`config.mk`:
```
export PLATFORM = sky130hd
export DESIGN_NAME = age_weighted_size_eviction_unit
export DESIGN_NICKNAME = d
export VERILOG_FILES = /design/src/hdl/awse_pkg.sv /design/src/hdl/awse_ram.sv /design/src/hdl/awse_div.sv /design/src/hdl/age_weighted_size_eviction_unit.sv
export SDC_FILE = /design/constraint.sdc
export NUM_CORES = 2
export LEC_CHECK = 0
export ABC_AREA = 1
export BUFFER_PORTS_ARGS = -buffer_cell sky130_fd_sc_hd__buf_2
export CAP_MARGIN = 10
export CORE_UTILIZATION = 64
export CTS_BUF_LIST = sky130_fd_sc_hd__clkbuf_8
export DETAILED_ROUTE_END_ITERATION = 6
export HOLD_SLACK_MARGIN = 0.02
export PLACE_DENSITY = 0.81
export SYNTH_ARGS = -nofsm -noshare
export SYNTH_HDL_FRONTEND = slang
export SYNTH_SLANG_ARGS = --single-unit
```
`constraint.sdc`:
```
create_clock -name clk -period 10.6 [get_ports clk]
set_input_delay 1.06 -clock clk [delete_from_list [all_inputs] [get_ports clk]]
set_output_delay 1.06 -clock clk [all_outputs]
set_load 0.02 [all_outputs]
```
`src/hdl/awse_pkg.sv`:
```
// Shared types, constants and codes for the age-weighted size eviction unit.
package awse_pkg;

	// Table geometry
	localparam int ENTRIES = 32;
	localparam int IDX_W   = $clog2(ENTRIES);

	// Field widths
	localparam int KIND_W  = 2;
	localparam int SLOT_W  = 5;
	localparam int SIZE_W  = 32;
	localparam int AGE_W   = 24;
	localparam int PROD_W  = SIZE_W + AGE_W;
	localparam int WGT_W   = SIZE_W + 1;
	localparam int QCNT_W  = $clog2(SIZE_W);

	// Stream widths (tdata padded to whole bytes)
	localparam int S_FIELD_W = SLOT_W + 1 + SIZE_W + AGE_W + AGE_W;
	localparam int S_DATA_W  = ((S_FIELD_W + 7) / 8) * 8;
	localparam int M_FIELD_W = SLOT_W + WGT_W;
	localparam int M_DATA_W  = ((M_FIELD_W + 7) / 8) * 8;

	// Request kinds
	localparam logic [KIND_W-1:0] KIND_WRITE  = 2'd0;
	localparam logic [KIND_W-1:0] KIND_REMOVE = 2'd1;
	localparam logic [KIND_W-1:0] KIND_EVICT  = 2'd2;

	// Largest load age
	localparam logic [AGE_W-1:0] AGE_MAX = {AGE_W{1'b1}};

	// One stored table entry (valid bit kept apart in flops)
	typedef struct packed {
		logic              evictable;
		logic [AGE_W-1:0]  age;
		logic [SIZE_W-1:0] size;
	} entry_t;

endpackage

```
`src/hdl/awse_ram.sv`:
```
// Generic single-write, single-read RAM with registered read data.
module awse_ram #(
	parameter int WIDTH = 8,
	parameter int DEPTH = 32
) (
	input  logic                     clk,
	input  logic                     we,
	input  logic [$clog2(DEPTH)-1:0] waddr,
	input  logic [WIDTH-1:0]         wdata,
	input  logic [$clog2(DEPTH)-1:0] raddr,
	output logic [WIDTH-1:0]         rdata
);

	logic [WIDTH-1:0] mem_q [DEPTH];

	always_ff @(posedge clk) begin
		if (we) begin
			mem_q[waddr] <= wdata;
		end
		rdata <= mem_q[raddr];
	end

endmodule

```
`src/hdl/awse_div.sv`:
```
// Restoring divider, one quotient bit per cycle, for a quotient known to fit SIZE_W bits.
module awse_div
	import awse_pkg::*;
(
	input  logic              clk,
	input  logic              arst_n,
	input  logic              start,
	input  logic [PROD_W-1:0] dividend,
	input  logic [AGE_W-1:0]  divisor,
	output logic              done,
	output logic [SIZE_W-1:0] quotient
);

	logic              busy_q;
	logic              done_q;
	logic [QCNT_W-1:0] cnt_q;
	logic [AGE_W-1:0]  rem_q;
	logic [AGE_W-1:0]  div_q;
	logic [SIZE_W-1:0] quo_q;

	logic [AGE_W:0]    trial;
	logic [AGE_W:0]    diff;
	logic              ge;

	// Shift in the next dividend bit and try the subtract
	assign trial = {rem_q, quo_q[SIZE_W-1]};
	assign diff  = trial - {1'b0, div_q};
	assign ge    = trial >= {1'b0, div_q};

	// Control
	always_ff @(posedge clk or negedge arst_n) begin
		if (!arst_n) begin
			busy_q <= 1'b0;
			done_q <= 1'b0;
			cnt_q  <= '0;
		end else begin
			done_q <= busy_q && !start && (cnt_q == QCNT_W'(SIZE_W - 1));
			if (start) begin
				busy_q <= 1'b1;
				cnt_q  <= '0;
			end else if (busy_q) begin
				cnt_q <= cnt_q + 1'b1;
				if (cnt_q == QCNT_W'(SIZE_W - 1)) begin
					busy_q <= 1'b0;
				end
			end
		end
	end

	// Datapath; high dividend bits start as remainder (always below divisor)
	always_ff @(posedge clk) begin
		if (start) begin
			rem_q <= dividend[PROD_W-1:SIZE_W];
			quo_q <= dividend[SIZE_W-1:0];
			div_q <= divisor;
		end else if (busy_q) begin
			rem_q <= ge ? diff[AGE_W-1:0] : trial[AGE_W-1:0];
			quo_q <= {quo_q[SIZE_W-2:0], ge};
		end
	end

	assign done     = done_q;
	assign quotient = quo_q;

endmodule

```
`src/hdl/age_weighted_size_eviction_unit.sv`:
```
// Top level of the age-weighted size eviction unit: table, sequencer and result register.
//
// A write or remove beat updates one table slot and returns an all-zero result. An evict
// beat walks the table through the single RAM read port: a first pass finds the age range
// of the eligible entries and, if there is any, a second pass reads each slot again and,
// for an eligible entry with a nonzero age span, multiplies once and runs the shared
// one-bit-per-cycle divider. The input is not ready while a request is in work, and a
// finished result waits in the output register until it is taken.
module age_weighted_size_eviction_unit
	import awse_pkg::*;
(
	input  logic                clk,
	input  logic                arst_n,
	input  logic                s_tvalid,
	output logic                s_tready,
	// slot[4:0], evictable[5], size_bytes[37:6], load_age[61:38], current_count[85:62]
	input  logic [S_DATA_W-1:0] s_tdata,
	// kind[1:0]
	input  logic [KIND_W-1:0]   s_tuser,
	output logic                m_tvalid,
	input  logic                m_tready,
	// victim_slot[4:0], weighted_size[37:5]
	output logic [M_DATA_W-1:0] m_tdata,
	// evicted[0]
	output logic [0:0]          m_tuser
);

	// Sequencer states
	localparam logic [2:0] ST_IDLE    = 3'd0;
	localparam logic [2:0] ST_SCAN_RD = 3'd1;
	localparam logic [2:0] ST_SCAN_EV = 3'd2;
	localparam logic [2:0] ST_W_RD    = 3'd3;
	localparam logic [2:0] ST_W_EV    = 3'd4;
	localparam logic [2:0] ST_W_MUL   = 3'd5;
	localparam logic [2:0] ST_W_DIV   = 3'd6;
	localparam logic [2:0] ST_OUT     = 3'd7;

	// Input fields
	logic [SLOT_W-1:0] in_slot;
	logic              in_evictable;
	logic [SIZE_W-1:0] in_size;
	logic [AGE_W-1:0]  in_age;
	logic [AGE_W-1:0]  in_count;

	assign in_slot      = s_tdata[SLOT_W-1:0];
	assign in_evictable = s_tdata[SLOT_W];
	assign in_size      = s_tdata[SLOT_W+SIZE_W:SLOT_W+1];
	assign in_age       = s_tdata[SLOT_W+SIZE_W+AGE_W:SLOT_W+SIZE_W+1];
	assign in_count     = s_tdata[S_FIELD_W-1:SLOT_W+SIZE_W+AGE_W+1];

	logic [2:0]        state_q;
	logic [ENTRIES-1:0] valid_q;
	logic [IDX_W-1:0]  idx_q;
	logic [AGE_W-1:0]  count_q;
	logic [AGE_W-1:0]  min_q;
	logic [AGE_W-1:0]  max_q;
	logic              any_q;
	logic [AGE_W-1:0]  span_q;
	logic [PROD_W-1:0] prod_q;
	logic [SIZE_W-1:0] sz_q;
	logic [IDX_W-1:0]  best_idx_q;
	logic [WGT_W-1:0]  best_w_q;
	logic              res_evicted_q;
	logic [SLOT_W-1:0] res_slot_q;
	logic [WGT_W-1:0]  res_w_q;
	logic              m_tvalid_q;
	logic              out_evicted_q;
	logic [SLOT_W-1:0] out_slot_q;
	logic [WGT_W-1:0]  out_w_q;

	logic              accept;
	logic              slot_ok;
	logic              ram_we;
	entry_t            ram_wdata;
	entry_t            rd;
	logic              eligible;
	logic              last;
	logic              div_start;
	logic              div_done;
	logic [SIZE_W-1:0] div_quo;
	logic [AGE_W-1:0]  age_diff;
	logic [PROD_W-1:0] prod_d;
	logic              cand_valid;
	logic [WGT_W-1:0]  cand_w;
	logic              take;
	logic              advance;
	logic [IDX_W-1:0]  fin_idx;
	logic [WGT_W-1:0]  fin_w;

	assign s_tready = (state_q == ST_IDLE);
	assign accept   = s_tvalid && s_tready;
	assign slot_ok  = 32'(in_slot) < ENTRIES;
	assign last     = idx_q == IDX_W'(ENTRIES - 1);

	// Table write port
	assign ram_we    = accept && (s_tuser == KIND_WRITE) && slot_ok;
	assign ram_wdata = '{evictable: in_evictable, age: in_age, size: in_size};

	awse_ram #(
		.WIDTH ($bits(entry_t)),
		.DEPTH (ENTRIES)
	) u_table (
		.clk   (clk),
		.we    (ram_we),
		.waddr (IDX_W'(in_slot)),
		.wdata (ram_wdata),
		.raddr (idx_q),
		.rdata (rd)
	);

	// Eligibility of the slot just read
	assign eligible = valid_q[idx_q] && rd.evictable && (rd.size != '0) &&
		(({1'b0, rd.age} + 1'b1) < {1'b0, count_q});

	// Weight numerator: size * (max_age - age)
	assign age_diff = max_q - rd.age;
	assign prod_d   = PROD_W'(rd.size) * PROD_W'(age_diff);

	awse_div u_div (
		.clk      (clk),
		.arst_n   (arst_n),
		.start    (div_start),
		.dividend (prod_q),
		.divisor  (span_q),
		.done     (div_done),
		.quotient (div_quo)
	);

	assign div_start = (state_q == ST_W_MUL);

	// Candidate weight from the second pass
	always_comb begin
		cand_valid = 1'b0;
		cand_w     = '0;
		advance    = 1'b0;
		if (state_q == ST_W_EV) begin
			cand_valid = eligible && (span_q == '0);
			cand_w     = {1'b0, rd.size};
			advance    = !eligible || (span_q == '0);
		end else if (state_q == ST_W_DIV) begin
			cand_valid = div_done;
			cand_w     = {1'b0, sz_q} + {1'b0, div_quo};
			advance    = div_done;
		end
	end

	// Strictly larger wins, so the lowest slot keeps a tie
	assign take    = cand_valid && (cand_w > best_w_q);
	assign fin_idx = take ? idx_q : best_idx_q;
	assign fin_w   = take ? cand_w : best_w_q;

	// Sequencer and valid bits
	always_ff @(posedge clk or negedge arst_n) begin
		if (!arst_n) begin
			state_q <= ST_IDLE;
			valid_q <= '0;
			idx_q   <= '0;
		end else begin
			unique case (state_q)
				ST_IDLE: begin
					if (accept) begin
						idx_q <= '0;
						if (s_tuser == KIND_EVICT) begin
							state_q <= ST_SCAN_RD;
						end else begin
							state_q <= ST_OUT;
							if (s_tuser == KIND_WRITE && slot_ok) begin
								valid_q[IDX_W'(in_slot)] <= 1'b1;
							end else if (s_tuser == KIND_REMOVE && slot_ok) begin
								valid_q[IDX_W'(in_slot)] <= 1'b0;
							end
						end
					end
				end
				ST_SCAN_RD: begin
					state_q <= ST_SCAN_EV;
				end
				ST_SCAN_EV: begin
					if (last) begin
						idx_q   <= '0;
						state_q <= (any_q || eligible) ? ST_W_RD : ST_OUT;
					end else begin
						idx_q   <= idx_q + 1'b1;
						state_q <= ST_SCAN_RD;
					end
				end
				ST_W_RD: begin
					state_q <= ST_W_EV;
				end
				ST_W_EV, ST_W_DIV: begin
					if (state_q == ST_W_EV && eligible && span_q != '0) begin
						state_q <= ST_W_MUL;
					end else if (advance) begin
						if (last) begin
							valid_q[fin_idx] <= 1'b0;
							state_q          <= ST_OUT;
						end else begin
							idx_q   <= idx_q + 1'b1;
							state_q <= ST_W_RD;
						end
					end
				end
				ST_W_MUL: begin
					state_q <= ST_W_DIV;
				end
				ST_OUT: begin
					if (!m_tvalid_q || m_tready) begin
						state_q <= ST_IDLE;
					end
				end
				default: begin
					state_q <= ST_IDLE;
				end
			endcase
		end
	end

	// Evict datapath registers
	always_ff @(posedge clk) begin
		if (accept) begin
			count_q       <= in_count;
			min_q         <= AGE_MAX;
			max_q         <= '0;
			any_q         <= 1'b0;
			best_w_q      <= '0;
			best_idx_q    <= '0;
			res_evicted_q <= 1'b0;
			res_slot_q    <= '0;
			res_w_q       <= '0;
		end
		// First pass: age range
		if (state_q == ST_SCAN_EV && eligible) begin
			any_q <= 1'b1;
			if (rd.age < min_q) begin
				min_q <= rd.age;
			end
			if (rd.age > max_q) begin
				max_q <= rd.age;
			end
		end
		// Span folds in the last slot, whose age is not yet in the range registers
		if (state_q == ST_SCAN_EV && last) begin
			if (eligible && rd.age > max_q && !(rd.age < min_q)) begin
				span_q <= rd.age - min_q;
			end else if (eligible && rd.age < min_q && !(rd.age > max_q)) begin
				span_q <= max_q - rd.age;
			end else if (eligible && rd.age < min_q && rd.age > max_q) begin
				span_q <= '0;
			end else begin
				span_q <= max_q - min_q;
			end
		end
		// Second pass: multiply ahead of the divider
		if (state_q == ST_W_EV) begin
			prod_q <= prod_d;
			sz_q   <= rd.size;
		end
		if (take) begin
			best_w_q   <= cand_w;
			best_idx_q <= idx_q;
		end
		if ((state_q == ST_W_EV || state_q == ST_W_DIV) && advance && last) begin
			res_evicted_q <= 1'b1;
			res_slot_q    <= SLOT_W'(fin_idx);
			res_w_q       <= fin_w;
		end
	end

	// Output register
	always_ff @(posedge clk or negedge arst_n) begin
		if (!arst_n) begin
			m_tvalid_q <= 1'b0;
		end else if (state_q == ST_OUT && (!m_tvalid_q || m_tready)) begin
			m_tvalid_q <= 1'b1;
		end else if (m_tready) begin
			m_tvalid_q <= 1'b0;
		end
	end

	always_ff @(posedge clk) begin
		if (state_q == ST_OUT && (!m_tvalid_q || m_tready)) begin
			out_evicted_q <= res_evicted_q;
			out_slot_q    <= res_slot_q;
			out_w_q       <= res_w_q;
		end
	end

	assign m_tvalid = m_tvalid_q;
	assign m_tdata  = {{(M_DATA_W - M_FIELD_W){1'b0}}, out_w_q, out_slot_q};
	assign m_tuser  = out_evicted_q;

endmodule

```
* Yosys cells after proc, flatten, opt, wreduce, memory -nomap -nowiden
Memories as Yosys holds them, arrays and structs flattened. A register that Yosys moved wholly into a read port is not among the register bits.
Index checks and enable logic that the tools add are counted.
** Storage, ports and cells
- Word-level logic and storage cells :: 181
- Memory bits (writable) :: 1824
- Flip-flop bits (word level) :: 429
- Output and inout bits :: 43
- Memories :: 1
- Bits of input ports :: 94
** Memory list
- u_table.mem_q :: depth 32, width 57, read ports 1, clocked after Yosys merged registers in 1, wr ports 1, RTL line awse_ram.sv:14 : logic [WIDTH-1:0] mem_q [DEPTH];
** Operators by class
- Order comparisons :: 10
- Add/sub/neg operators :: 8
- Muxes and demuxes :: 64
- Bitwise logic cells :: 5
- Multipliers :: 1
- Reduce and logical (&&, ||, !) cells :: 47
- Equality and inequality tests :: 20
** Operator list (number)
- $mux 24 :: 12
- $mux 32 :: 9
- $mux 33 :: 6
- $sub 24x24->24 :: 4
- $and 32x32->32 :: 2
- $not 32->32 :: 2
- $pmux 32 s2 :: 1
- $mul 32x24->56 :: 1
- $mux 5 :: 10
- $add 32x32->33 :: 1
- $gt 33x33->1 :: 1
- $or 32x32->32 :: 1
- $reduce_bool 32->1 :: 1
- $add 24x1->25 const B :: 1
- $ge 25x24->1 :: 1
- $lt 25x24->1 :: 1
- $gt 24x24->1 :: 1
- $logic_not 24->1 :: 1
- $lt 24x24->1 :: 1
- $mux 3 :: 8
- $reduce_bool 24->1 :: 1
- $logic_and 1x1->1 :: 23
- $pmux 3 s7 :: 1
- $lt 5x6->1 const B :: 3
- other kinds (26) :: 62

* Logic depth before layout (Yosys ltp)
- Depth in word-level cells :: 19
- Gate-level depth with buffers :: 43
- Depth with buffers taken out :: 43

* Cells and area by module
A second synthesis with hierarchy kept.
** Unflattened totals
- Cells, all modules :: 12466
- Area total of the unflattened synthesis :: 125860.7 µm²
** Modules (own cells, without submodules)
- awse_ram :: times used 1, area an instance 74783.0 µm², cells an instance 6259, seq. area each 55913.6 µm²
- age_weighted_size_eviction_unit :: times used 1, area an instance 45403.5 µm², cells an instance 5464, seq. area each 9564.2 µm²
- awse_div :: times used 1, area an instance 5674.2 µm², cells an instance 743, seq. area each 2577.5 µm²

* Worst setup path after synthesis
OpenSTA, ideal clock, no wires.
- Kind :: register to register
- Start point :: register u_table.rdata[32], read port of u_table.mem_q
- End point :: register prod_q[46] (data pin)
- Setup slack :: 2.756 ns
- Path buffers :: 1
- Required time :: 10.341 ns
- Library setup time :: 0.259 ns
- Arrival time :: 7.585 ns
- Cell stages (with the launch flop) :: 37
- Period minus slack after synthesis :: 7.844 ns
- Cells stage by stage :: dfxtp_1 > ha_1 > inv_1 > fa_1 > nand3_1 > nand2_1 > a21oi_1 > o21ai_1 > a21oi_1 > inv_1 > a21oi_1 > or2_1 > nand2_1 > inv_2 > clkbuf_1 > nand2_1 > fa_1 > inv_1 > fa_1 > fa_1 > fa_1 > fa_1 > fa_1 > inv_1 > fa_1 > inv_1 > ha_1 > nand2_1 > nor2_1 > inv_1 > nor3_1 > nand3_1 > o21ai_0 > nand3_1 > o311ai_0 > a21oi_1 > xnor2_1
** On the way
- Word-level cells in the longest chain between the ends :: 2
** RTL lines
- start, declared :: RTL line awse_ram.sv:11 : output logic [WIDTH-1:0] rdata
- $sub 24x24->24 :: RTL line age_weighted_size_eviction_unit.sv:116 : assign age_diff = max_q - rd.age;
- $mul 32x24->56 :: RTL line age_weighted_size_eviction_unit.sv:117 : assign prod_d = PROD_W'(rd.size) * PROD_W'(age_diff);
- via prod_d[46] :: RTL line age_weighted_size_eviction_unit.sv:82 : logic [PROD_W-1:0] prod_d;
- end signal, assigned :: RTL line age_weighted_size_eviction_unit.sv:255 : prod_q <= prod_d;
- end, declared :: RTL line age_weighted_size_eviction_unit.sv:59 : logic [PROD_W-1:0] prod_q;
The timed path passes the listed nets, and every way through them passes these cells.
A chain may end at the register's enable or synchronous reset.

* Worst setup path in the final report
- Start point :: register u_table.rdata[52], read port of u_table.mem_q
- End point :: register prod_q[54] (data pin)
The elaborated chain is that of the path after synthesis.

==> flow_summary_export.csv <==
group,metric,value,unit
global_route,grt_use_total,0.368,
synthesis,synthCells,11000,
clock_network,clkTransAtPathRegs,0.06,ns
synthesis,synth.top_cell.area_share,0.532,
job,max-cap-violations,0,
timing,worst_slew_pin_slew,1.37,ns
critical_path,crit_start,"u_table.rdata[52]$_DFF_P_",
timing,slew_headroom,0.0888,
drt,residual_drc_count,5,
synthesis,yosysUniqueCellTypes,70,
clock_network,postCtsHoldBufs,0,
global_route,via_count_of_the_first_global_routing_pass,88600,
outcome,status,"complete, but fails checks",
drt,wirelength,356000,µm
critical_path,cp.required,11.35,ns
die,placement_rows,159,
drt,drt-wirelength-per-cell,25.6,µm
synthesis,mappedNetlistArea,122000,µm²
timing,maxClockFrequency,103,MHz
clock_network,htreeDepth,5,
clock_network,ctsLongestPathBuffers,4,
die,boundaryPins,137,
clock_network,clock_insertion_delay_worst_skew,1.11,ns
critical_path,worst_r2r_startpoint,"u_table.rdata[52]$_DFF_P_",
drt,detail-route-antenna-nets,0,
clock_network,postCtsResizedCells,0,
clock_network,cts_num_sinks,2310,
timing,hold_ws,0.0948,ns
placement,hpwl,221000,µm
timing,final.setup.tns,0,ns
clock_network,post_cts_buffers,0,
synthesis,synth_enable_flop_cells,2155,
critical_path,kind_of_launch_point_of_the_worst_setup_path,"flip-flop",
die,dieArea,192000,µm²
timing,finalCriticalPeriod,9.70,ns
clock_network,clock-root-buffer,"sky130_fd_sc_hd__clkbuf_8",
clock_network,cts_buffers,371,
critical_path,critical_path.endpoint_type,"flip-flop",
worst_hold_path,hold_class,"in -> async",
outcome,failed_checks,"DRC",
die,core,188000,µm²
critical_path,critical-path-max-stage-delay,0.68,ns
global_route,grt_start_max_net_pins,196,
critical_path,worst-setup-path-type,"reg -> reg",
synthesis,seq_area_frac_synth,0.559,
critical_path,crit_path_frequent_cell,"sky130_fd_sc_hd__fa_1",
critical_path,critical-path-slowest-cell,"sky130_fd_sc_hd__fa_1",
cells_and_area,synth_to_final_area_change,8.04,%
drt,avgViaCountPerCell,6.40,
global_route,grt_remaining_overflow,0,
die,floorplan.die.height,438,µm
timing,timing.final.max_slew_violations,0,
synthesis,synth_warnings,0,
timing,rsz0062_at_grt,"false",
synthesis,synth.avg_cell_area,11.1,µm²
clock_network,tritoncts,"built",
drt,via_count,88800,
synthesis,postSynth.topFlopCell,"sky130_fd_sc_hd__edfxtp_1",
cells_and_area,finish.net_count,12200,
timing,final.setup_skew,0.114,ns
global_route,grt_antenna_before_repair,42,
global_route,grt_first_pass_wirelength,526000,µm
placement,finalWeightedCongestion,0.989,
timing,setup_violations,0,
synthesis,largest_cells_by_area_after_synthesis,"sky130_fd_sc_hd__edfxtp_1 (53%), sky130_fd_sc_hd__fa_1 (11%), sky130_fd_sc_hd__o21ai_0 (4.9%), sky130_fd_sc_hd__nor2_1 (4.8%), sky130_fd_sc_hd__nand2_1 (4.2%)",
timing,layout_worst_path_cycle_share,0.915,
placement,placement.io_buffers,132,
die,start_util,0.646,
critical_path,arrival,10.45,ns
synthesis,yosys_register_bits,2310,
drt,drt_first_iter_violations,12000,
synthesis,synthDominantAreaCellType,"sky130_fd_sc_hd__edfxtp_1",
timing,hold_violations,0,
critical_path,cp_max_fo,19,
die,floorplan.die.width,438,µm
cells_and_area,drive_gt1_frac,0.0826,
drt,drt-pass1-iter-count,7,
synthesis,synth_async_sr_flop_share,0.0208,
layer usage:
metal / global-route usage / wire (µm) / vias up
met5: 0 / 199 / -
met4: 0.239 / 24000 / 28
met3: 0.0915 / 44200 / 1382
met2: 0.582 / 166000 / 6315
met1: 0.455 / 121000 / 42900
li1: - / - / 38200
kinds of logic after synthesis:
| logic type | count (synthesis) | synth area share |
|---|---|---|
| compound gates | 2297 | 0.113 |
| xor+xnor | 138 | 0.00993 |
| simple gates | 3395 | 0.114 |
| flops | 2310 | 0.559 |
| buf+inv | 1831 | 0.0577 |
| fa+ha+maj | 1033 | 0.147 |
| other cells | 1 | 0.0000308 |
final timing paths:
kind | to | slack (ns) | cells after the start
hold / removal | u_div.cnt_q[3]$_DFFE_PN0P_ | 0.09 | 2
hold reg to reg | out_w_q[22]$_DFFE_PP_ | 0.35 | 0
setup reg to reg | prod_q[54]$_DFFE_PP_ | 0.90 | 34
max in group asynchronous | idx_q[2]$_DFFE_PN0P_ | 9.85 | 2
setup / recovery | prod_q[54]$_DFFE_PP_ | 0.90 | 34
min in group clk | count_q[21]$_DFFE_PP_ | 0.15 | 1
sequential cells by signal, summed over array words and instances (netlist names), 24 cells and up, named ones only:
register	count
res_w_q	33
prod_q	56
sz_q	32
u_div.quotient	32
max_q	24
u_table.mem_q	1824
count_q	24
span_q	24
out_w_q	33
u_div.div_q	24
u_div.rem_q	24
u_table.rdata	57
min_q	24
best_w_q	33
stage by stage:
step                      area, µm²  std cells  utilization  setup slack [ns]
after floorplan              122000      11000            -              2.76
after global placement       125000      13200        0.663              1.17
after global routing         131000      13900        0.698             0.463
after detailed placement     125000      13200        0.663              1.15
after CTS                    131000      13900        0.698              1.09
final                        131000      13900        0.698             0.897
worst max-delay path: cells and delay by family (launching register included):
family | cells | cell delay, ns
flip-flops | 1 | 0.50
AO/OA/AOI/OAI | 7 | 1.38
XOR/XNOR | 1 | 0.16
adder cells (fa/ha/maj) | 9 | 4.42
buffers and inverters | 7 | 1.23
AND/OR/NAND/NOR | 10 | 1.72
placed cells by master, fill, tap and decap left out, types with 14 or more instances in the layout:
cell,instances
sky130_fd_sc_hd__clkinv_1,76
sky130_fd_sc_hd__o21ai_0,1203
sky130_fd_sc_hd__xor2_1,89
sky130_fd_sc_hd__o21a_1,19
sky130_fd_sc_hd__edfxtp_1,2155
sky130_fd_sc_hd__or2_2,27
sky130_fd_sc_hd__clkinv_2,47
sky130_fd_sc_hd__o21bai_1,15
sky130_fd_sc_hd__buf_4,178
sky130_fd_sc_hd__clkbuf_8,395
sky130_fd_sc_hd__o211ai_1,14
sky130_fd_sc_hd__nor2_4,44
sky130_fd_sc_hd__nor2_1,1524
sky130_fd_sc_hd__o221ai_1,362
sky130_fd_sc_hd__inv_1,1313
sky130_fd_sc_hd__o22ai_1,105
sky130_fd_sc_hd__nand3_1,298
sky130_fd_sc_hd__a21oi_1,296
sky130_fd_sc_hd__a21boi_1,22
sky130_fd_sc_hd__nand4_1,28
sky130_fd_sc_hd__nor4_1,20
sky130_fd_sc_hd__a31oi_1,118
sky130_fd_sc_hd__dfrtp_1,43
sky130_fd_sc_hd__fa_1,663
sky130_fd_sc_hd__dfxtp_1,107
sky130_fd_sc_hd__xnor2_1,49
sky130_fd_sc_hd__a32oi_1,49
sky130_fd_sc_hd__buf_2,132
sky130_fd_sc_hd__ha_1,370
sky130_fd_sc_hd__nand2_1,1347
sky130_fd_sc_hd__nor3_1,41
sky130_fd_sc_hd__o21ai_1,30
sky130_fd_sc_hd__diode_2,24
cell type report:
cell class | instances | area [µm²]
diodes | 24 | 60.1
clock buffers | 395 | 5440
clock inverters | 256 | 1190
fillers | 12900 | 56900
inverters | 1220 | 4630
multi-input cells | 6865 | 46900
flip-flops and latches | 2310 | 68100
well taps | 2495 | 3120
repair buffers | 313 | 2060
synth_stat cells, drive strengths merged, types with 105 or more instances:
cell type	n
nand3	310
clkbuf	531
o21ai	1235
o221ai	362
nand2	1371
o22ai	105
inv	1212
a31oi	118
nor2	1578
fa	663
a21oi	304
ha	370
dfxtp	107
edfxtp	2155
Power is left out: the tool's default activity adds up to more than one toggle a clock period on the data nets, which glitch-free logic cannot reach.
